`src/hdl/ppc_pkg.sv`:
```
// ----------------------------------------------------------------------------
// Particle pair collision package
// Widths, register codes, sequencer states and Q16.16 helper functions.
// ----------------------------------------------------------------------------
`default_nettype none

package ppc_pkg;

  localparam int MAX_PARTICLES_DEF = 64;
  localparam int Q_W       = 32;
  localparam int CFG_W     = 31;
  localparam int PIDX_W    = 6;
  localparam int CIDX_W    = 3;
  localparam int MUL_W     = 33;
  localparam int PROD_W    = 2 * MUL_W;
  localparam int DIV_NUM_W = 51;
  localparam int DIV_DEN_W = 34;

  localparam logic [CIDX_W-1:0] CFG_BOX_X   = 3'd0;
  localparam logic [CIDX_W-1:0] CFG_BOX_Y   = 3'd1;
  localparam logic [CIDX_W-1:0] CFG_BOX_Z   = 3'd2;
  localparam logic [CIDX_W-1:0] CFG_TSTEP   = 3'd3;
  localparam logic [CIDX_W-1:0] CFG_SPACING = 3'd4;

  localparam logic [CFG_W-1:0] BOX_RST     = 31'd65536;
  localparam logic [CFG_W-1:0] TSTEP_RST   = 31'd66;
  localparam logic [CFG_W-1:0] SPACING_RST = 31'd6554;

  localparam logic signed [Q_W-1:0] Q_MAX = 32'sh7FFF_FFFF;
  localparam logic signed [Q_W-1:0] Q_MIN = 32'sh8000_0000;

  typedef enum logic [3:0] {
    S_LOAD,
    S_FETCH,
    S_DISP,
    S_DIST,
    S_DOT,
    S_DEN,
    S_FDIV,
    S_RJ,
    S_RI,
    S_SCALE,
    S_UPD,
    S_NEXT,
    S_EMIT
  } state_t;

  function automatic logic signed [Q_W-1:0] sat32(input logic signed [PROD_W-1:0] v);
    logic signed [PROD_W-1:0] hi;
    logic signed [PROD_W-1:0] lo;
    hi = PROD_W'(Q_MAX);
    lo = PROD_W'(Q_MIN);
    if (v > hi) begin
      return Q_MAX;
    end else if (v < lo) begin
      return Q_MIN;
    end
    return v[Q_W-1:0];
  endfunction

  // Product rounded down to Q16.16 and saturated.
  function automatic logic signed [Q_W-1:0] qround(input logic signed [PROD_W-1:0] p);
    logic signed [PROD_W-17:0] fl;
    fl = $signed(p[PROD_W-1:16]);
    return sat32(PROD_W'(fl));
  endfunction

  // Displacement folded back into the periodic box.
  function automatic logic signed [Q_W-1:0] wrap_disp(input logic signed [Q_W-1:0] pj,
                                                      input logic signed [Q_W-1:0] pi,
                                                      input logic [CFG_W-1:0] len);
    logic signed [34:0] d;
    logic signed [34:0] d2;
    logic signed [34:0] l;
    d  = 35'(pj) - 35'(pi);
    d2 = d <<< 1;
    l  = $signed({4'b0, len});
    if (d2 < -l) begin
      d = d + l;
    end else if (d2 > l) begin
      d = d - l;
    end
    return sat32(PROD_W'(d));
  endfunction

endpackage

`default_nettype wire

```
`src/hdl/ppc_mul.sv`:
```
// ----------------------------------------------------------------------------
// Particle pair collision: shared multiplier
// Signed 33 by 33 bit multiplier with a registered product.
// ----------------------------------------------------------------------------
`default_nettype none

module ppc_mul (
  input  logic                                 clk,
  input  logic signed [ppc_pkg::MUL_W-1:0]     a,
  input  logic signed [ppc_pkg::MUL_W-1:0]     b,
  output logic signed [ppc_pkg::PROD_W-1:0]    p
);
  import ppc_pkg::*;

  always_ff @(posedge clk) begin
    p <= a * b;
  end

endmodule

`default_nettype wire

```
`config.mk`:
```
export PLATFORM = sky130hd
export DESIGN_NAME = ppc_mul
export DESIGN_NICKNAME = d
export VERILOG_FILES = /design/src/hdl/ppc_pkg.sv /design/src/hdl/ppc_mul.sv
export SDC_FILE = /design/constraint.sdc
export NUM_CORES = 2
export LEC_CHECK = 0
export BUFFER_PORTS_ARGS = -buffer_cell sky130_fd_sc_hd__buf_2
export CORE_MARGIN = 4
export CORE_UTILIZATION = 45
export CTS_BUF_LIST = sky130_fd_sc_hd__clkbuf_8
export CTS_CLUSTER_SIZE = 16
export DETAILED_ROUTE_END_ITERATION = 16
export HOLD_SLACK_MARGIN = 0.05
export SETUP_SLACK_MARGIN = 0.4
export SLEW_MARGIN = 20
export SYNTH_ARGS = -nofsm -noshare
export SYNTH_HDL_FRONTEND = slang
export SYNTH_SLANG_ARGS = --single-unit
```
`constraint.sdc`:
```
create_clock -name clk -period 13.2 [get_ports clk]
set_clock_uncertainty 0.05 [all_clocks]
set_input_delay 2.64 -clock clk [delete_from_list [all_inputs] [get_ports clk]]
set_output_delay 2.64 -clock clk [all_outputs]
set_load 0.03 [all_outputs]
```
Yosys cells after proc, flatten, opt, wreduce, memory -nomap -nowiden:

Cells that the tools add are included.

* bits in registers: 66
* bits of input ports: 67
* word-level logic and storage cells: 2
* output and inout bits: 66

* multiply operators: 1

Operators with widths (count)
* multiplier 33 x 33 -> 66 bit: 1

Longest topological paths before layout:

* depth in word-level cells: 1
* gate-level depth with buffers: 27
* mapped depth without buffers: 26

Worst setup path before layout:

No wires, ideal clock.

* path type: input to register
* start: input a[32] in the netlist's numbering
* end: register p[62] in the netlist's numbering
* setup time: 0.079 ns
* setup slack: 3.274 ns
* stages on the path: 23
* buffers on the path: 2
* data arrival time: 9.797 ns
* path through: clkbuf_1 nand2_1 inv_1 fa_1 fa_1 fa_1 fa_1 fa_1 fa_1 fa_1 inv_1 fa_1 inv_1 ha_1 clkbuf_1 and3_1 nand3_1 nand2b_1 a2111oi_4 a211oi_4 a21o_2 a21o_1 a211oi_2

* longest elaborated chain between the ends: 1

RTL lines
* start, declared: RTL line ppc_mul.sv:9 `input logic signed [ppc_pkg::MUL_W-1:0] a,`
* multiplier 33 x 33 -> 66 bit: RTL line ppc_mul.sv:16 `p <= a * b;`
* end signal, assigned: RTL line ppc_mul.sv:16
* end, declared: RTL line ppc_mul.sv:11 `output logic signed [ppc_pkg::PROD_W-1:0] p`

No other way between the ends.

Worst setup path in the final report:

* start: input b[9] in the netlist's numbering
* end: register p[58] in the netlist's numbering

* longest elaborated chain between the ends: 1

RTL lines
* start, declared: RTL line ppc_mul.sv:10 `input logic signed [ppc_pkg::MUL_W-1:0] b,`
* multiplier 33 x 33 -> 66 bit: RTL line ppc_mul.sv:16

No other way between the ends.

==> flow_metrics.env <==
export IMPL_crit_chain="buf_2 > nand2_1 > fa_1 > fa_1 > fa_1 > inv_1 > fa_1 > fa_1 > fa_1 > fa_1 > inv_1 > fa_1 > inv_1 > ha_1 > and4_1 > nand3_1 > nand2b_1 > a2111oi_4 > a211oi_4 > a21oi_2 > nor4b_2 > a311oi_1"
export IMPL_num_rows=110
export IMPL_fp_coreArea_mm2=0.0899
export IMPL_grt_pass1_vias=31848
export IMPL_cp_arrival_ns=10.93
export IMPL_finalHoldViolCount=0
export IMPL_synthArstFlopShare=0
export IMPL_crit_slowest_cell="fa_1"
export IMPL_largest_register_ffs=66
export IMPL_antenna_left=0
export IMPL_synth_edf_count=0
export IMPL_grt_overflow_total=0
export IMPL_drv_cap=0
export IMPL_cts_root_buf="clkbuf_8"
export IMPL_drc=0
export IMPL_crit_required_ns=13.53
export IMPL_n_fill_cell=8669
export IMPL_cpMostUsedCell="fa_1"
export IMPL_finalSetupViolCount=0
export IMPL_fin_area_mm2=0.0423
export IMPL_placed_cell_area_mm2=0.0421
export IMPL_slew_violations=0
export IMPL_top_regs="p (66)"
export IMPL_synth_area_leader_cell="fa_1"
export IMPL_critical_path_class="in2reg"
export IMPL_synthToLayoutAreaGrowth_pct=3.87
export IMPL_syn_num_nets=5767
export IMPL_min_from="b[0]"
export IMPL_min_to="p[0]"
export IMPL_drt_wirelength_per_cell_um=20.4
export IMPL_io_buffers=132
export IMPL_worst_pin_slew_ns=1.17
export IMPL_synth_area_leaders="fa_1 (56%), inv_1 (10%), and2_1 (8.6%)"
export IMPL_holdBufCountCts=0
export IMPL_dp_hpwl_um=91500
export IMPL_cpPeakStageDelay_ns=0.95
export IMPL_dieArea_mm2=0.0954
export IMPL_cts_tree="done"
export IMPL_synth_seq_cells=66
export IMPL_cts_max_path_buffers=2
export IMPL_start_util=0.453
export IMPL_largest_register="p"
export IMPL_routed_via_density=5.16
export IMPL_gp_congestion=0.905
export IMPL_cp_start_kind="input pin"
export IMPL_syn_area_mm2=0.0407
export IMPL_multi_input_area_mm2=0.0343
export IMPL_clk_pin_slew_ns=0.10
export IMPL_relSlewSlack=0.218
export IMPL_antenna_found_initial=8
export IMPL_ys_warn_count=0
export IMPL_grt_max_degree=34
export IMPL_synth_seq_area_share=0.0324
export IMPL_tns_ns=0
export IMPL_cts_buffers_inserted=9
export IMPL_period_needed_ns=10.60
export IMPL_post_cts_resized=0
export IMPL_fin_crit_sh=0.803
export IMPL_hold_ws_ns=2.71
export IMPL_rsz0062_at_grt="false"
export IMPL_ys_flop_type="dfxtp_1"
export IMPL_post_cts_setup_buffer_count=0
export IMPL_end_kind="flop"
export IMPL_vias=28176
export IMPL_cts_max_level=3
export IMPL_grt_first_pass_wirelength_um=181000
export IMPL_die_y_um=309
export IMPL_die_w_um=309
export IMPL_worstPathMaxFanout=33
export IMPL_wl_um=111000
export IMPL_synth_top_area_share=0.563
export IMPL_holdPathStages=2
export IMPL_cts_sinks=66
export IMPL_final_layout_size_suffix_gt1_frac=0.0472
export IMPL_seqCellArea_mm2=0.00132
export IMPL_hp_class="in2reg"
export IMPL_synth_cell_types=80
export IMPL_status="finished clean"
export IMPL_syn_inst=4338
export IMPL_drtPass1Iterations=6
export IMPL_nets=5705
export IMPL_max_freq_mhz=94.3
export IMPL_drt_iter0_markers=1556
export IMPL_grt_use_total=0.248
export IMPL_ios=133
export IMPL_syn_area_per_cell_um2=9.39
cell usage after synthesis (3+ instances only):
| library cell | instances |
|---|---|
| and3_1 | 5 |
| nor2b_1 | 5 |
| or3_1 | 3 |
| nand2b_1 | 12 |
| nand2_1 | 551 |
| a21o_1 | 36 |
| a21oi_1 | 57 |
| and2_1 | 562 |
| fa_1 | 1145 |
| o31ai_4 | 3 |
| a211o_1 | 6 |
| o21a_1 | 6 |
| nor3_1 | 7 |
| o21ai_1 | 6 |
| o21ai_0 | 25 |
| o21bai_1 | 11 |
| a211oi_1 | 7 |
| and4_1 | 5 |
| xor2_1 | 25 |
| nand4_1 | 11 |
| a21oi_2 | 3 |
| a31oi_1 | 8 |
| inv_1 | 1131 |
| nand3_1 | 25 |
| clkbuf_1 | 208 |
| or2_2 | 3 |
| ha_1 | 217 |
| a211oi_2 | 3 |
| buf_2 | 11 |
| dfxtp_1 | 66 |
| xnor2_1 | 43 |
| nor2_1 | 68 |
| o211ai_1 | 4 |
per-stage QoR:
stage	instances	worst slack, ns	util
5_1_grt	5459	2.26	0.471
3_5_place_dp	5441	2.01	0.469
2_1_floorplan	4338	3.27	-
4_1_cts	5457	2.52	0.471
6_report	5459	2.60	0.471
3_3_place_gp	5441	2.12	0.469
worst max-delay path by stage:
stage	start	slack, ns	cells past startpoint	to
detailed placement	b[6]	2.01	24	p[58]
global route	b[9]	2.26	22	p[58]
CTS	b[6]	2.52	24	p[58]
global placement	b[6]	2.12	24	p[58]
finish	b[9]	2.60	22	p[58]
floorplan	a[32]	3.27	23	p[62]
kinds of logic (layout without fill, tap and decap cells):
group / after synthesis / count (layout) / synth area share
other cells: 0 / 2 / 0
simple gates: 1271 / 1271 / 0.158
xor+xnor: 68 / 68 / 0.0146
flops: 66 / 66 / 0.0324
compound gates: 219 / 219 / 0.0407
fa+ha+maj: 1362 / 1362 / 0.629
buf+inv: 1352 / 1295 / 0.125
layout make-up:
cell class	instances	area share
multi-input cells	2920	0.811
well taps	1176	0.0348
diodes	2	0.000118
clock buffers	9	0.00293
clock inverters	7	0.00106
flip-flops and latches	66	0.0312
inverters	1131	0.100
repair buffers	148	0.0185
cells in the final DEF, fill, tap and decap left out, drive strengths merged, types with 38 or more instances in the layout:
cell / count
nand2: 551
inv: 1132
xnor2: 43
buf: 148
nor2: 68
dfxtp: 66
fa: 1145
a21oi: 61
and2: 563
ha: 217
a21o: 38
critical path, delay by kind of cell:
family,cells,cell delay [ns]
simple gates,5,1.24
fa+ha+maj,9,5.07
buf+inv,4,0.88
compound gates,4,1.06
metal layers:
layer | up-vias | part of all wire | global-route usage
met5 | - | 0.00012 | 0
met4 | 2 | 0.038 | 0.0843
met3 | 197 | 0.053 | 0.0331
met2 | 768 | 0.51 | 0.438
met1 | 15000 | 0.40 | 0.317
li1 | 12209 | - | -
Power is left out: the tool's default activity adds up to more than one toggle a clock period on the data nets, which glitch-free logic cannot reach.
