$ cat config.mk
export PLATFORM = sky130hd
export DESIGN_NAME = ppc_div
export DESIGN_NICKNAME = d
export VERILOG_FILES = /design/src/hdl/ppc_pkg.sv /design/src/hdl/ppc_div.sv
export SDC_FILE = /design/constraint.sdc
export NUM_CORES = 1
export LEC_CHECK = 0
export BUFFER_PORTS_ARGS = -buffer_cell sky130_fd_sc_hd__buf_4
export CAP_MARGIN = 15
export CORE_UTILIZATION = 35
export DETAILED_ROUTE_END_ITERATION = 6
export PLACE_DENSITY = 0.55
export RECOVER_POWER = 100
export SYNTH_ARGS = -nofsm -noshare
export SYNTH_HDL_FRONTEND = slang
export SYNTH_SLANG_ARGS = --single-unit
export TNS_END_PERCENT = 10
$ cat constraint.sdc
create_clock -name clk -period 3.9 [get_ports clk]
set_input_delay 0.585 -clock clk [delete_from_list [all_inputs] [get_ports clk]]
set_output_delay 0.585 -clock clk [all_outputs]
set_load 0.01 [all_outputs]
$ cat src/hdl/ppc_pkg.sv
// ----------------------------------------------------------------------------
// Particle pair collision package
// Widths, register codes, sequencer states and Q16.16 helper functions.
// ----------------------------------------------------------------------------
`default_nettype none

package ppc_pkg;

  localparam int MAX_PARTICLES_DEF = 64;
  localparam int Q_W       = 32;
  localparam int CFG_W     = 31;
  localparam int PIDX_W    = 6;
  localparam int CIDX_W    = 3;
  localparam int MUL_W     = 33;
  localparam int PROD_W    = 2 * MUL_W;
  localparam int DIV_NUM_W = 51;
  localparam int DIV_DEN_W = 34;

  localparam logic [CIDX_W-1:0] CFG_BOX_X   = 3'd0;
  localparam logic [CIDX_W-1:0] CFG_BOX_Y   = 3'd1;
  localparam logic [CIDX_W-1:0] CFG_BOX_Z   = 3'd2;
  localparam logic [CIDX_W-1:0] CFG_TSTEP   = 3'd3;
  localparam logic [CIDX_W-1:0] CFG_SPACING = 3'd4;

  localparam logic [CFG_W-1:0] BOX_RST     = 31'd65536;
  localparam logic [CFG_W-1:0] TSTEP_RST   = 31'd66;
  localparam logic [CFG_W-1:0] SPACING_RST = 31'd6554;

  localparam logic signed [Q_W-1:0] Q_MAX = 32'sh7FFF_FFFF;
  localparam logic signed [Q_W-1:0] Q_MIN = 32'sh8000_0000;

  typedef enum logic [3:0] {
    S_LOAD,
    S_FETCH,
    S_DISP,
    S_DIST,
    S_DOT,
    S_DEN,
    S_FDIV,
    S_RJ,
    S_RI,
    S_SCALE,
    S_UPD,
    S_NEXT,
    S_EMIT
  } state_t;

  function automatic logic signed [Q_W-1:0] sat32(input logic signed [PROD_W-1:0] v);
    logic signed [PROD_W-1:0] hi;
    logic signed [PROD_W-1:0] lo;
    hi = PROD_W'(Q_MAX);
    lo = PROD_W'(Q_MIN);
    if (v > hi) begin
      return Q_MAX;
    end else if (v < lo) begin
      return Q_MIN;
    end
    return v[Q_W-1:0];
  endfunction

  // Product rounded down to Q16.16 and saturated.
  function automatic logic signed [Q_W-1:0] qround(input logic signed [PROD_W-1:0] p);
    logic signed [PROD_W-17:0] fl;
    fl = $signed(p[PROD_W-1:16]);
    return sat32(PROD_W'(fl));
  endfunction

  // Displacement folded back into the periodic box.
  function automatic logic signed [Q_W-1:0] wrap_disp(input logic signed [Q_W-1:0] pj,
                                                      input logic signed [Q_W-1:0] pi,
                                                      input logic [CFG_W-1:0] len);
    logic signed [34:0] d;
    logic signed [34:0] d2;
    logic signed [34:0] l;
    d  = 35'(pj) - 35'(pi);
    d2 = d <<< 1;
    l  = $signed({4'b0, len});
    if (d2 < -l) begin
      d = d + l;
    end else if (d2 > l) begin
      d = d - l;
    end
    return sat32(PROD_W'(d));
  endfunction

endpackage

`default_nettype wire

$ cat src/hdl/ppc_div.sv
// ----------------------------------------------------------------------------
// Particle pair collision: iterative divider
// Unsigned restoring divider, one quotient bit per cycle.
// ----------------------------------------------------------------------------
`default_nettype none

module ppc_div #(
  parameter int NUM_W = ppc_pkg::DIV_NUM_W,
  parameter int DEN_W = ppc_pkg::DIV_DEN_W
) (
  input  logic             clk,
  input  logic             rst,
  input  logic             start,
  input  logic [NUM_W-1:0] num,
  input  logic [DEN_W-1:0] den,
  output logic             done,
  output logic [NUM_W-1:0] quo
);
  import ppc_pkg::*;

  localparam int CNT_W = $clog2(NUM_W + 1);

  logic [DEN_W-1:0] rem;
  logic [DEN_W-1:0] dvsr;
  logic [CNT_W-1:0] cnt;
  logic             active;
  logic [DEN_W:0]   trial;
  logic             ge;
  logic [DEN_W-1:0] rem_next;

  always_comb begin
    trial    = {rem, quo[NUM_W-1]};
    ge       = trial >= {1'b0, dvsr};
    rem_next = ge ? DEN_W'(trial - {1'b0, dvsr}) : DEN_W'(trial);
  end

  always_ff @(posedge clk) begin
    if (rst) begin
      active <= 1'b0;
      done   <= 1'b0;
      cnt    <= '0;
    end else begin
      done <= 1'b0;
      if (start) begin
        active <= 1'b1;
        cnt    <= CNT_W'(NUM_W);
      end else if (active) begin
        cnt <= cnt - 1'b1;
        if (cnt == CNT_W'(1)) begin
          active <= 1'b0;
          done   <= 1'b1;
        end
      end
    end
  end

  always_ff @(posedge clk) begin
    if (start) begin
      rem  <= '0;
      quo  <= num;
      dvsr <= den;
    end else if (active) begin
      rem <= rem_next;
      quo <= {quo[NUM_W-2:0], ge};
    end
  end

endmodule

`default_nettype wire

Word-level counts from Yosys, hierarchy flattened
Cells that the tools add are included.
W data, S select, Z words.
{"block": "classes", "add_sub_neg": 2, "magnitude_cmp": 1, "eq_ne": 1, "n_mux": 9, "bitwise": 1, "n_reduce_logical": 3}
{"op": "$mux W51", "count": 2}
{"op": "$ge A35 B34 Y1", "count": 1}
{"op": "$mux W34", "count": 1}
{"op": "$sub A34 B34 Y34", "count": 1}
{"op": "$mux W6", "count": 2}
{"op": "$eq A6 B1 Y1 const B", "count": 1}
{"op": "$sub A6 B1 Y6 const B", "count": 1}
{"op": "$mux W1", "count": 4}
{"op": "$reduce_or A3 Y1", "count": 1}
{"op": "$reduce_bool A2 Y1", "count": 1}
{"op": "$reduce_or A2 Y1", "count": 1}
{"op": "$not A1 Y1", "count": 1}
{"block": "totals", "ff_bits": 127, "inputBits": 88, "out_inout_bits": 52, "wordCells": 24}

Logic depth before layout (Yosys ltp)
Gate-level depths: netlist of run 1.
{"block": "logic_depth", "word_depth": 4, "depth_mapped": 14}

Least setup slack after synthesis of run 1
No wires, ideal clock.
{"block": "synth_timing", "path_kind": "reg-to-reg", "from": "register quo[50]", "to": "register rem[16]", "arrival_ns": 2.626, "path_slack_ns": 1.146, "stages_incl_launch_ff": 13, "n_path_buf": 1, "synth_period_minus_slack_ns": 2.754, "cell_sequence": "edfxtp_1 inv_1 ha_1 nand2b_1 a211o_1 a2111o_1 a211o_1 a21oi_1 nor2_1 buf_2 mux2_1 mux2i_1 nor2_1"}
{"block": "synth_via", "elab_chain_len": 2, "elab_cells_between_ends": 3, "cone_classes": "add/sub: 1; order compare: 1; mux: 1"}
{"item": "from (decl)", "line": "ppc_div.sv:17", "rtl": "output logic [NUM_W-1:0] quo"}
{"item": "from (signal assigned)", "line": "ppc_div.sv:60", "rtl": "quo <= num;"}
{"item": "from (signal assigned)", "line": "ppc_div.sv:64", "rtl": "quo <= {quo[NUM_W-2:0], ge};"}
{"item": "$sub A34 B34 Y34 or $ge A35 B34 Y1 (tied branches)", "line": "ppc_div.sv:34, ppc_div.sv:33"}
{"item": "$mux W34 *", "line": "ppc_div.sv:34", "rtl": "rem_next = ge ? DEN_W'(trial - {1'b0, dvsr}) : DEN_W'(trial);"}
{"item": "to (signal assigned)", "line": "ppc_div.sv:63", "rtl": "rem <= rem_next;"}
{"item": "to (decl)", "line": "ppc_div.sv:23", "rtl": "logic [DEN_W-1:0] rem;"}
Mark *: on every way between the ends. The rest lies on a longest branch, timed or not.
A chain may end at the register's enable or synchronous reset.

Worst setup path in the final report of run 1
{"block": "layout_timing", "from": "register dvsr[4]", "to": "register rem[16]"}
{"block": "layout_via", "elab_chain_len": 2, "elab_cells_between_ends": 3, "cone_classes": "add/sub: 1; order compare: 1; mux: 1"}
{"item": "from (decl)", "line": "ppc_div.sv:24", "rtl": "logic [DEN_W-1:0] dvsr;"}
{"item": "from (signal assigned)", "line": "ppc_div.sv:61", "rtl": "dvsr <= den;"}
{"item": "$sub A34 B34 Y34 or $ge A35 B34 Y1 (tied branches)", "line": "ppc_div.sv:34, ppc_div.sv:33"}
{"item": "$mux W34 *", "line": "ppc_div.sv:34"}
Marked as above.

==> reports/metrics.yaml, run 1 <==
yosysTopAreaCellShare_pct: 36.9
setup_viol: 0
fin_skew_ps: 12.0
seq_area_frac_synth_pct: 49.0
drc: 0
final_cell_mix: "edfxtp_1, nor2_1, a21oi_1, buf_4, clkbuf_1"
rsz0062_at_grt: "false"
num_vias: 5506
num-fill-cells: 1941
synth_cell_types: 53
cp-start-kind: "flip-flop"
status: "complete, but fails checks"
critPathMostFrequentCell: "a211o_1"
drt-total-wl_mm: 17.6
setup_ws_ps: 510
worstHoldEndpoint: "dvsr[11]"
avgSynthCellArea_sq_um: 10.4
min-delay-start: "den[11]"
synth.yosys.warnings: 0
root_buffer: "clkbuf_16"
leakagePower_nw: 3.57
cts_tree: "yes"
start_util_pct: 35.7
cp_cell_sequence: "inv_1, ha_1, nand2_1, a211o_1, a2111o_1, a211o_1, a21oi_1, nor2_4, clkbuf_1, mux2_1, mux2i_1, nor2_1"
post-synth-top-area-cell: "edfxtp_1"
layout_commonest_cell: "edfxtp_1"
ys.flop_type: "edfxtp_1"
post_cts.repair.setup_buffers: 0
fin_crit_ps: 3390
synthesis.nets: 789
die-width_microns: 143
finalCritPeriodShare_pct: 86.9
ant_nets: 0
ys_seq_elements: 127
avgViaCountPerCell: 5.11
slew_violations: 28
io_pins: 140
hpwl_mm: 12.7
register_area_sq_um: 3390
grt_usage_pct: 18.5
worstPathArrival_ps: 3690
dieArea_sq_um: 20300
max_freq_mhz: 295
synth_edf_count: 85
core_sq_um: 19400
cp.buffers_inverters: 2
hold_path.class: "primary input to flip-flop"
worstMarginPinSlew_ps: 1630
end_kind: "flip-flop"
nets: 924
netlist_instances: 664
routedWlPerCell_microns: 16.3
drtIter0Drc: 398
multi_input_area_sq_um: 3230
drive_above_1_share_pct: 21.9
antenna_cells: 0
path_clk_slew_ps: 70
vdd_drop_max_mv: 0.304
dp_slack_ps: 813
slew_headroom_pct: -8.64
setup-tns-final_ps: 0
clockBufferDepth: 2
grt_pass1_wl_mm: 28.7
worstPathRequired_ps: 4200
crit-reg2reg-launch: "dvsr[4]"
reg2reg_slack_ps: 510
port_buffers: 139
numClockSinks: 127
rows: 51
cts_hold_buf: 0
cts_resized: 0
syn_to_final_growth_pct: 24.6
syn_area_sq_um: 6920
hold_depth: 1
cts_buffers: 17
gp_congestion: 0.942
path_max_fanout: 18
violations: "capacitance limit, slew limit"
grt_max_degree: 89
critical_path_class: "flip-flop to flip-flop"
cp_slowest_stage_delay_ps: 460
htree_num_levels: 4
rr_endpoint: "rem[16]"
hold_viol: 0
power_density_nw_per_um2: 447
final_util_pct: 44.5
cap_violations: 1
ff2ff_path_depth: 12
postSynth.asyncResetShare_pct: 0
antenna_found_initial: 0
overflow: 0
insertion_delay_ps: 430
first_pass_iters: 5
synth.area.top_cells: "edfxtp_1, dfxtp_1, mux2_2"
crit_slowest_cell: "a2111o_1"
critPathTopFamily: "compound AO/OA/AOI/OAI gates"
die_y_microns: 143
grt_pass1_vias: 5706
cell usage after synthesis (all sizes together) (10+ instances only):
master and number:
xnor2 17, nand4 10, a211oi 18, inv 50, nor2 64, buf 10, ha 36, dfxtp 42
a21o 18, xor2 17, o21ai 28, edfxtp 85, nand2 39, a21oi 56, mux2 51, clkbuf 21
where the power goes:
part / leakage [nW] / switching (W) / internal, W / total [W]
clock network: 0.277 / 0.000696 / 0.000847 / 0.00154
logic: 2.10 / 0.000379 / 0.000299 / 0.000678
registers: 1.19 / 0.0000645 / 0.00157 / 0.00163
total: 3.57 / 0.00114 / 0.00272 / 0.00385
cell type report:
class                           instances  area share (%)
Clock inverter                         15            1.65
Sequential cell                       127            39.3
Multi-Input combinational cell        456            37.4
Tap cell                              265            3.84
Inverter                               50            2.18
Timing Repair Buffer                  147            10.7
Clock buffer                           17            4.93
cells by family (layout without fill, tap and decap cells):
logic type / count (synthesis) / after routing / synth area share (%)
AND/OR/NAND/NOR: 161 / 161 / 10.8
XOR/XNOR: 34 / 34 / 4.30
AO/OA/AOI/OAI: 167 / 167 / 15.5
multiplexers: 57 / 57 / 9.16
flip-flops: 127 / 127 / 49.0
buffers and inverters: 81 / 229 / 4.48
adder cells (fa/ha/maj): 37 / 37 / 6.80
state kept, by name, summed over array words and instances (netlist names):
signal	cells
quo	51
rem	34
cnt	6
active	1
done	1
dvsr	34
worst reg2reg max path, stage by stage, from the launching register on:
cell	delay [ps]
edfxtp_1	320
inv_1	40
ha_1	360
nand2_1	110
a211o_1	340
a2111o_1	460
a211o_1	310
a21oi_1	240
nor2_4	80
clkbuf_1	370
mux2_1	450
mux2i_1	140
nor2_1	60
metal layers:
metal	wire length, microns	share of wire, %	track usage [%]	up-vias
li1	-	-	-	2705
met1	7720	44	22.3	2583
met2	7990	45	29.1	195
met3	1460	8.3	7.58	23
met4	400	2.3	7.87	0
met5	0	0	0	-
stage by stage:
stage | total power (W) | hold WS [ps] | std cells | instance area [sq um]
finish | 0.00385 | 349 | 1077 | 8630
detailed placement | 0.00238 | 463 | 1045 | 8270
global route | 0.00404 | 326 | 1077 | 8630
global placement | 0.00238 | 454 | 1045 | 8270
CTS | 0.00395 | 307 | 1077 | 8840
floorplan | 0.00210 | 435 | 664 | 6920
worst max-delay path by stage:
stage                         end  cells after the start  startpoint  slack [ps]
after floorplan           rem[16]                     12     quo[50]        1150
after global placement    rem[16]                     12     dvsr[4]         870
after detailed placement  rem[16]                     12     dvsr[4]         810
after CTS                 rem[16]                     12     dvsr[4]         790
after global routing      rem[16]                     11     dvsr[4]         280
final                     rem[16]                     12     dvsr[4]         510
Note: power is estimated with default switching activity, not from simulation.
==> run 2: changes to the inputs <==
Settings changed: CELL_PAD_IN_SITES_DETAIL_PLACEMENT set to 0, CELL_PAD_IN_SITES_GLOBAL_PLACEMENT set to 1, PLACE_DENSITY 0.55 to 0.68.
==> reports/metrics.yaml, run 2 (same netlist as run 1, synthesis figures left out) <==
status: "complete, but fails checks"
violations: "DRC, capacitance limit, slew limit"
clockBufferDepth: 2  # unchanged
routedWlPerCell_microns: 15.9  # -2.3%
grt_usage_pct: 18.2  # -0.35 points
setup_viol: 0  # unchanged
first_pass_iters: 7  # +2
cts_resized: 0  # unchanged
crit_slowest_cell: "clkbuf_1"
io_pins: 140  # unchanged
critPathTopFamily: "buffers and inverters"
largest-register: "quo"
insertion_delay_ps: 430  # about the same
fin_crit_ps: 3400  # +7.52 ps
use_met1_pct: 21.6  # -0.68 points
worstPathArrival_ps: 3440  # -250 ps
path_max_fanout: 50  # +32
largest_reg_flops: 51  # unchanged
root_buffer: "clkbuf_16"
hold_path.class: "primary input to flip-flop"
num_vias: 5449  # -1.0%
max_freq_mhz: 294  # -0.22%
core_sq_um: 19400  # unchanged
final_cell_mix: "edfxtp_1, nor2_1, a21oi_1, clkbuf_1, buf_4"
cap_violations: 1  # unchanged
htree_num_levels: 4  # unchanged
hold_viol: 0  # unchanged
ff2ff_path_depth: 10  # -2
rr_endpoint: "rem[10]"
crit_start: "start"
min-delay-start: "den[29]"
antenna_found_initial: 0  # unchanged
avgViaCountPerCell: 5.06  # -0.94%
grt_use_met3_pct: 5.94  # -1.6 points
port_buffers: 139  # unchanged
drc: 2  # +2
slew_headroom_pct: -20.2  # -12 points
slew_violations: 31  # +11%
drtIter0Drc: 274  # -31%
layout_commonest_cell: "edfxtp_1"
finalCritPeriodShare_pct: 87.1  # +0.19 points
cp.buffers_inverters: 4  # +2
critPathMostFrequentCell: "clkbuf_1"
cts_buffers: 17  # unchanged
fin_skew_ps: 10.6  # -1.43 ps
grt_pass1_vias: 5628  # -1.4%
reg2reg_slack_ps: 530  # +20 ps
hpwl_mm: 12.5  # -1.3%
crit-reg2reg-launch: "dvsr[4]"
grt_pass1_wl_mm: 28.4  # -1.0%
end_kind: "flip-flop"
grt_max_degree: 86  # -3.4%
worstMarginPinSlew_ps: 1800  # +173 ps
critical_path_depth: 5  # -7
hold_depth: 1  # unchanged
stdcell_count: 1076  # -0.093%
critical_path_class: "primary input to flip-flop"
gp_congestion: 0.863  # -8.4%
syn_to_final_growth_pct: 24.6  # unchanged
dieArea_sq_um: 20300  # unchanged
worstHoldEndpoint: "dvsr[29]"
rows: 51  # unchanged
rsz0062_at_grt: "false"
cts_hold_buf: 0  # unchanged
busiest_layer: "met2"
cp_cell_sequence: "clkbuf_1, nor2_1, clkbuf_1, clkinv_1, buf_2"
post_cts.repair.setup_buffers: 0  # unchanged
reg.largest.list: "quo: 51 flops, dvsr: 34 flops, rem: 34 flops"
numPlacedInstances: 1044  # -0.096%
leakagePower_nw: 3.57  # about the same
cts_tree: "yes"
overflow: 0  # unchanged
vdd_drop_max_mv: 0.273  # -10%
start_util_pct: 35.7  # unchanged
antenna_cells: 0  # unchanged
grt_use_met2_pct: 30.7  # +1.5 points
cp_slowest_stage_delay_ps: 1260  # +800 ps
nets: 923  # -0.11%
worstPathRequired_ps: 3940  # -260 ps
cp-start-kind: "primary input"
die-width_microns: 143  # unchanged
ant_nets: 0  # unchanged
drt-total-wl_mm: 17.1  # -2.4%
setup-tns-final_ps: 0  # unchanged
power_density_nw_per_um2: 454  # +1.7%
drive_above_1_share_pct: 21.7  # -0.22 points
numClockSinks: 127  # unchanged
die_y_microns: 143  # unchanged
path_clk_slew_ps: 60  # about the same
-- run 2: worst max path at each step --
stage | slack, ps | end
2_1_floorplan | 1150 | rem[16]
3_3_place_gp | 740 | rem[1]
3_5_place_dp | 680 | rem[5]
4_1_cts | 610 | rem[10]
5_1_grt | 180 | rem[5]
6_report | 500 | quo[46]
-- run 2: power by group --
part / internal [W] / leakage (nW) / switching, W
Sequential: 0.00157 / 1.19 / 0.0000617
Clock: 0.000915 / 0.293 / 0.000698
Combinational: 0.000299 / 2.09 / 0.000377
-- run 2: per-stage QoR --
stage	hold slack (ps)	setup WS [ps]	total power, W	utilization (%)	instance area (sq um)
floorplan	435	1150	0.00210	-	6920
detailed placement	466	680	0.00238	42.5	8250
finish	353	502	0.00392	44.5	8630
global route	326	176	0.00411	44.5	8630
CTS	310	608	0.00402	45.6	8840
global placement	453	738	0.00238	42.5	8250
-- run 2: per-layer routing --
layer  routed length [microns]  vias up  share of wire [%]
li1                          -     2689                  -
met1                      7480     2586                 44
met2                      8380      153                 49
met3                      1050       21                6.1
met4                       230        0                1.3
met5                         0        -                  0
-- run 2: cell type report --
| class | instances | area, sq um |
|---|---|---|
| Tap cell | 265 | 332 |
| Multi-Input combinational cell | 456 | 3230 |
| Clock inverter | 15 | 165 |
| Timing Repair Buffer | 146 | 897 |
| Sequential cell | 127 | 3390 |
| Inverter | 50 | 188 |
| Fill cell | 1930 | 10800 |
| Clock buffer | 17 | 425 |
==> run 3: changes to the inputs <==
Settings changed: CELL_PAD_IN_SITES_DETAIL_PLACEMENT 0 to 1, TNS_END_PERCENT 10 to unset.
==> reports/metrics.yaml, run 3 (same netlist as run 1, synthesis figures left out) <==
ant_nets: 0  # unchanged
crit_slowest_cell: "a2111oi_1"
nets: 923  # unchanged
numClockSinks: 127  # unchanged
critical_path_class: "flip-flop to flip-flop"
min-delay-start: "den[30]"
cp_cell_sequence: "inv_1, ha_1, a2111oi_1, a2111o_1, a211o_1, a21oi_1, nor2_4, clkbuf_1, nor2_1, a21oi_1, a211oi_1"
cap_violations: 1  # unchanged
clockBufferDepth: 2  # unchanged
dieArea_sq_um: 20300  # unchanged
largest_reg_flops: 51  # unchanged
grt_pass1_wl_mm: 30.9  # +8.9%
cts_tree: "yes"
num_vias: 5538  # +1.6%
first_pass_iters: 6  # -1
rsz0062_at_grt: "false"
ff2ff_path_depth: 11  # +1
insertion_delay_ps: 430  # about the same
hold_depth: 1  # unchanged
postPlaceCellArea_sq_um: 8250  # unchanged
cts_resized: 0  # unchanged
root_buffer: "clkbuf_16"
grt_usage_pct: 19.8  # +1.7 points
critPathMostFrequentCell: "a21oi_1"
hold_viol: 0  # unchanged
hold_path.class: "primary input to flip-flop"
finalCritPeriodShare_pct: 87.2  # about the same
drtIter0Drc: 219  # -20%
end_kind: "flip-flop"
crit-reg2reg-launch: "dvsr[4]"
cp-start-kind: "flip-flop"
antenna_cells: 0  # unchanged
violations: "DRC, capacitance limit, slew limit"
final_cell_mix: "edfxtp_1, nor2_1, a21oi_1, buf_4, clkbuf_1"
routedWlPerCell_microns: 17.4  # +9.1%
stdcell_count: 1076  # unchanged
antenna_found_initial: 0  # unchanged
path_clk_slew_ps: 70  # about the same
whs_ps: 348  # -4.65 ps
syn_to_final_growth_pct: 24.5  # about the same
setup_viol: 0  # unchanged
fin_crit_ps: 3400  # +1.69 ps
slew_headroom_pct: -16.4  # +3.8 points
avgViaCountPerCell: 5.15  # +1.6%
cts_hold_buf: 0  # unchanged
worstHoldEndpoint: "dvsr[30]"
final_util_pct: 44.4  # about the same
core_sq_um: 19400  # unchanged
numPlacedInstances: 1044  # unchanged
hpwl_mm: 13.9  # +11%
reg.largest.list: "quo: 51 flops, dvsr: 34 flops, rem: 34 flops"
largest-register: "quo"
grt_pass1_vias: 5951  # +5.7%
max_freq_mhz: 294  # about the same
slew_violations: 32  # +3.2%
grt_max_degree: 86  # unchanged
worstMarginPinSlew_ps: 1750  # -56.8 ps
cp_slowest_stage_delay_ps: 630  # -630 ps
die_y_microns: 143  # unchanged
cts_buffers: 17  # unchanged
start_util_pct: 35.7  # unchanged
path_max_fanout: 30  # -40%
layout_commonest_cell: "edfxtp_1"
status: "complete, but fails checks"
drt-total-wl_mm: 18.7  # +9.1%
setup-tns-final_ps: 0  # unchanged
io_pins: 140  # unchanged
drc: 2  # unchanged
die-width_microns: 143  # unchanged
rr_endpoint: "rem[0]"
htree_num_levels: 4  # unchanged
overflow: 0  # unchanged
drive_above_1_share_pct: 21.7  # unchanged
rows: 51  # unchanged
worstPathRequired_ps: 4160  # +220 ps
port_buffers: 139  # unchanged
gp_congestion: 0.863  # unchanged
vdd_drop_max_mv: 0.247  # -9.4%
power_density_nw_per_um2: 459  # +1.0%
post_cts.repair.setup_buffers: 0  # unchanged
reg2reg_slack_ps: 500  # -30 ps
fin_skew_ps: 11.7  # +1.09 ps
worstPathArrival_ps: 3660  # +220 ps
leakagePower_nw: 3.57  # -0.17%
fin_area_sq_um: 8620  # about the same
-- run 3: changes by cell type in the layout (fill, tap and decap cells not counted) --
cell,previous run,this run
clkbuf_4,34,36
inv_6,5,3
buf_12,1,0
buf_2,1,0
buf_4,54,55
clkbuf_2,1,0
clkinvlp_4,1,2
inv_8,7,8
-- run 3: per-layer routing --
| metal | vias up | part of all wire [%] | global-route usage, % |
|---|---|---|---|
| met4 | 0 | 1.2 | 5.38 |
| met5 | - | 0 | 0 |
| li1 | 2691 | - | - |
| met3 | 16 | 5.1 | 5.94 |
| met2 | 115 | 51 | 34.9 |
| met1 | 2716 | 43 | 23.4 |
-- run 3: through the flow --
stage               power (W)  setup WS (ps)
floorplan             0.00210           1150
global placement      0.00238            738
detailed placement    0.00240            568
CTS                   0.00405            543
global route          0.00413            181
finish                0.00396            500
-- run 3: worst max-delay path: cells and delay by family (launching register included) --
kind                       cells  cell delay (ps)
and+or+nand+nor                2              650
adders and majority gates      1              280
AOI/OAI and AO/OA              6             1370
DFF                            1              390
buffers and inverters          2              540
-- run 3: cell type report --
class | instances | area (sq um)
multi-input combinational | 456 | 3230
tap | 265 | 332
sequential | 127 | 3390
inverter | 50 | 188
fill | 2195 | 10800
clock inverter | 15 | 166
timing repair buffer | 146 | 890
clock buffer | 17 | 425
-- run 3: how the worst max path moves through the flow --
stage	start	slack, ps	depth (start not counted)	end
after CTS	dvsr[4]	540	11	rem[9]
after global routing	dvsr[4]	180	10	rem[0]
after floorplan	quo[50]	1150	12	rem[16]
final	dvsr[4]	500	11	rem[0]
after detailed placement	dvsr[4]	570	11	rem[9]
after global placement	dvsr[4]	740	10	rem[1]
-- run 3: power by group --
part / internal [W] / switching, W / total, W
clock network: 0.000915 / 0.000719 / 0.00163
registers: 0.00157 / 0.0000640 / 0.00163
logic: 0.000299 / 0.000392 / 0.000691
total: 0.00278 / 0.00117 / 0.00396
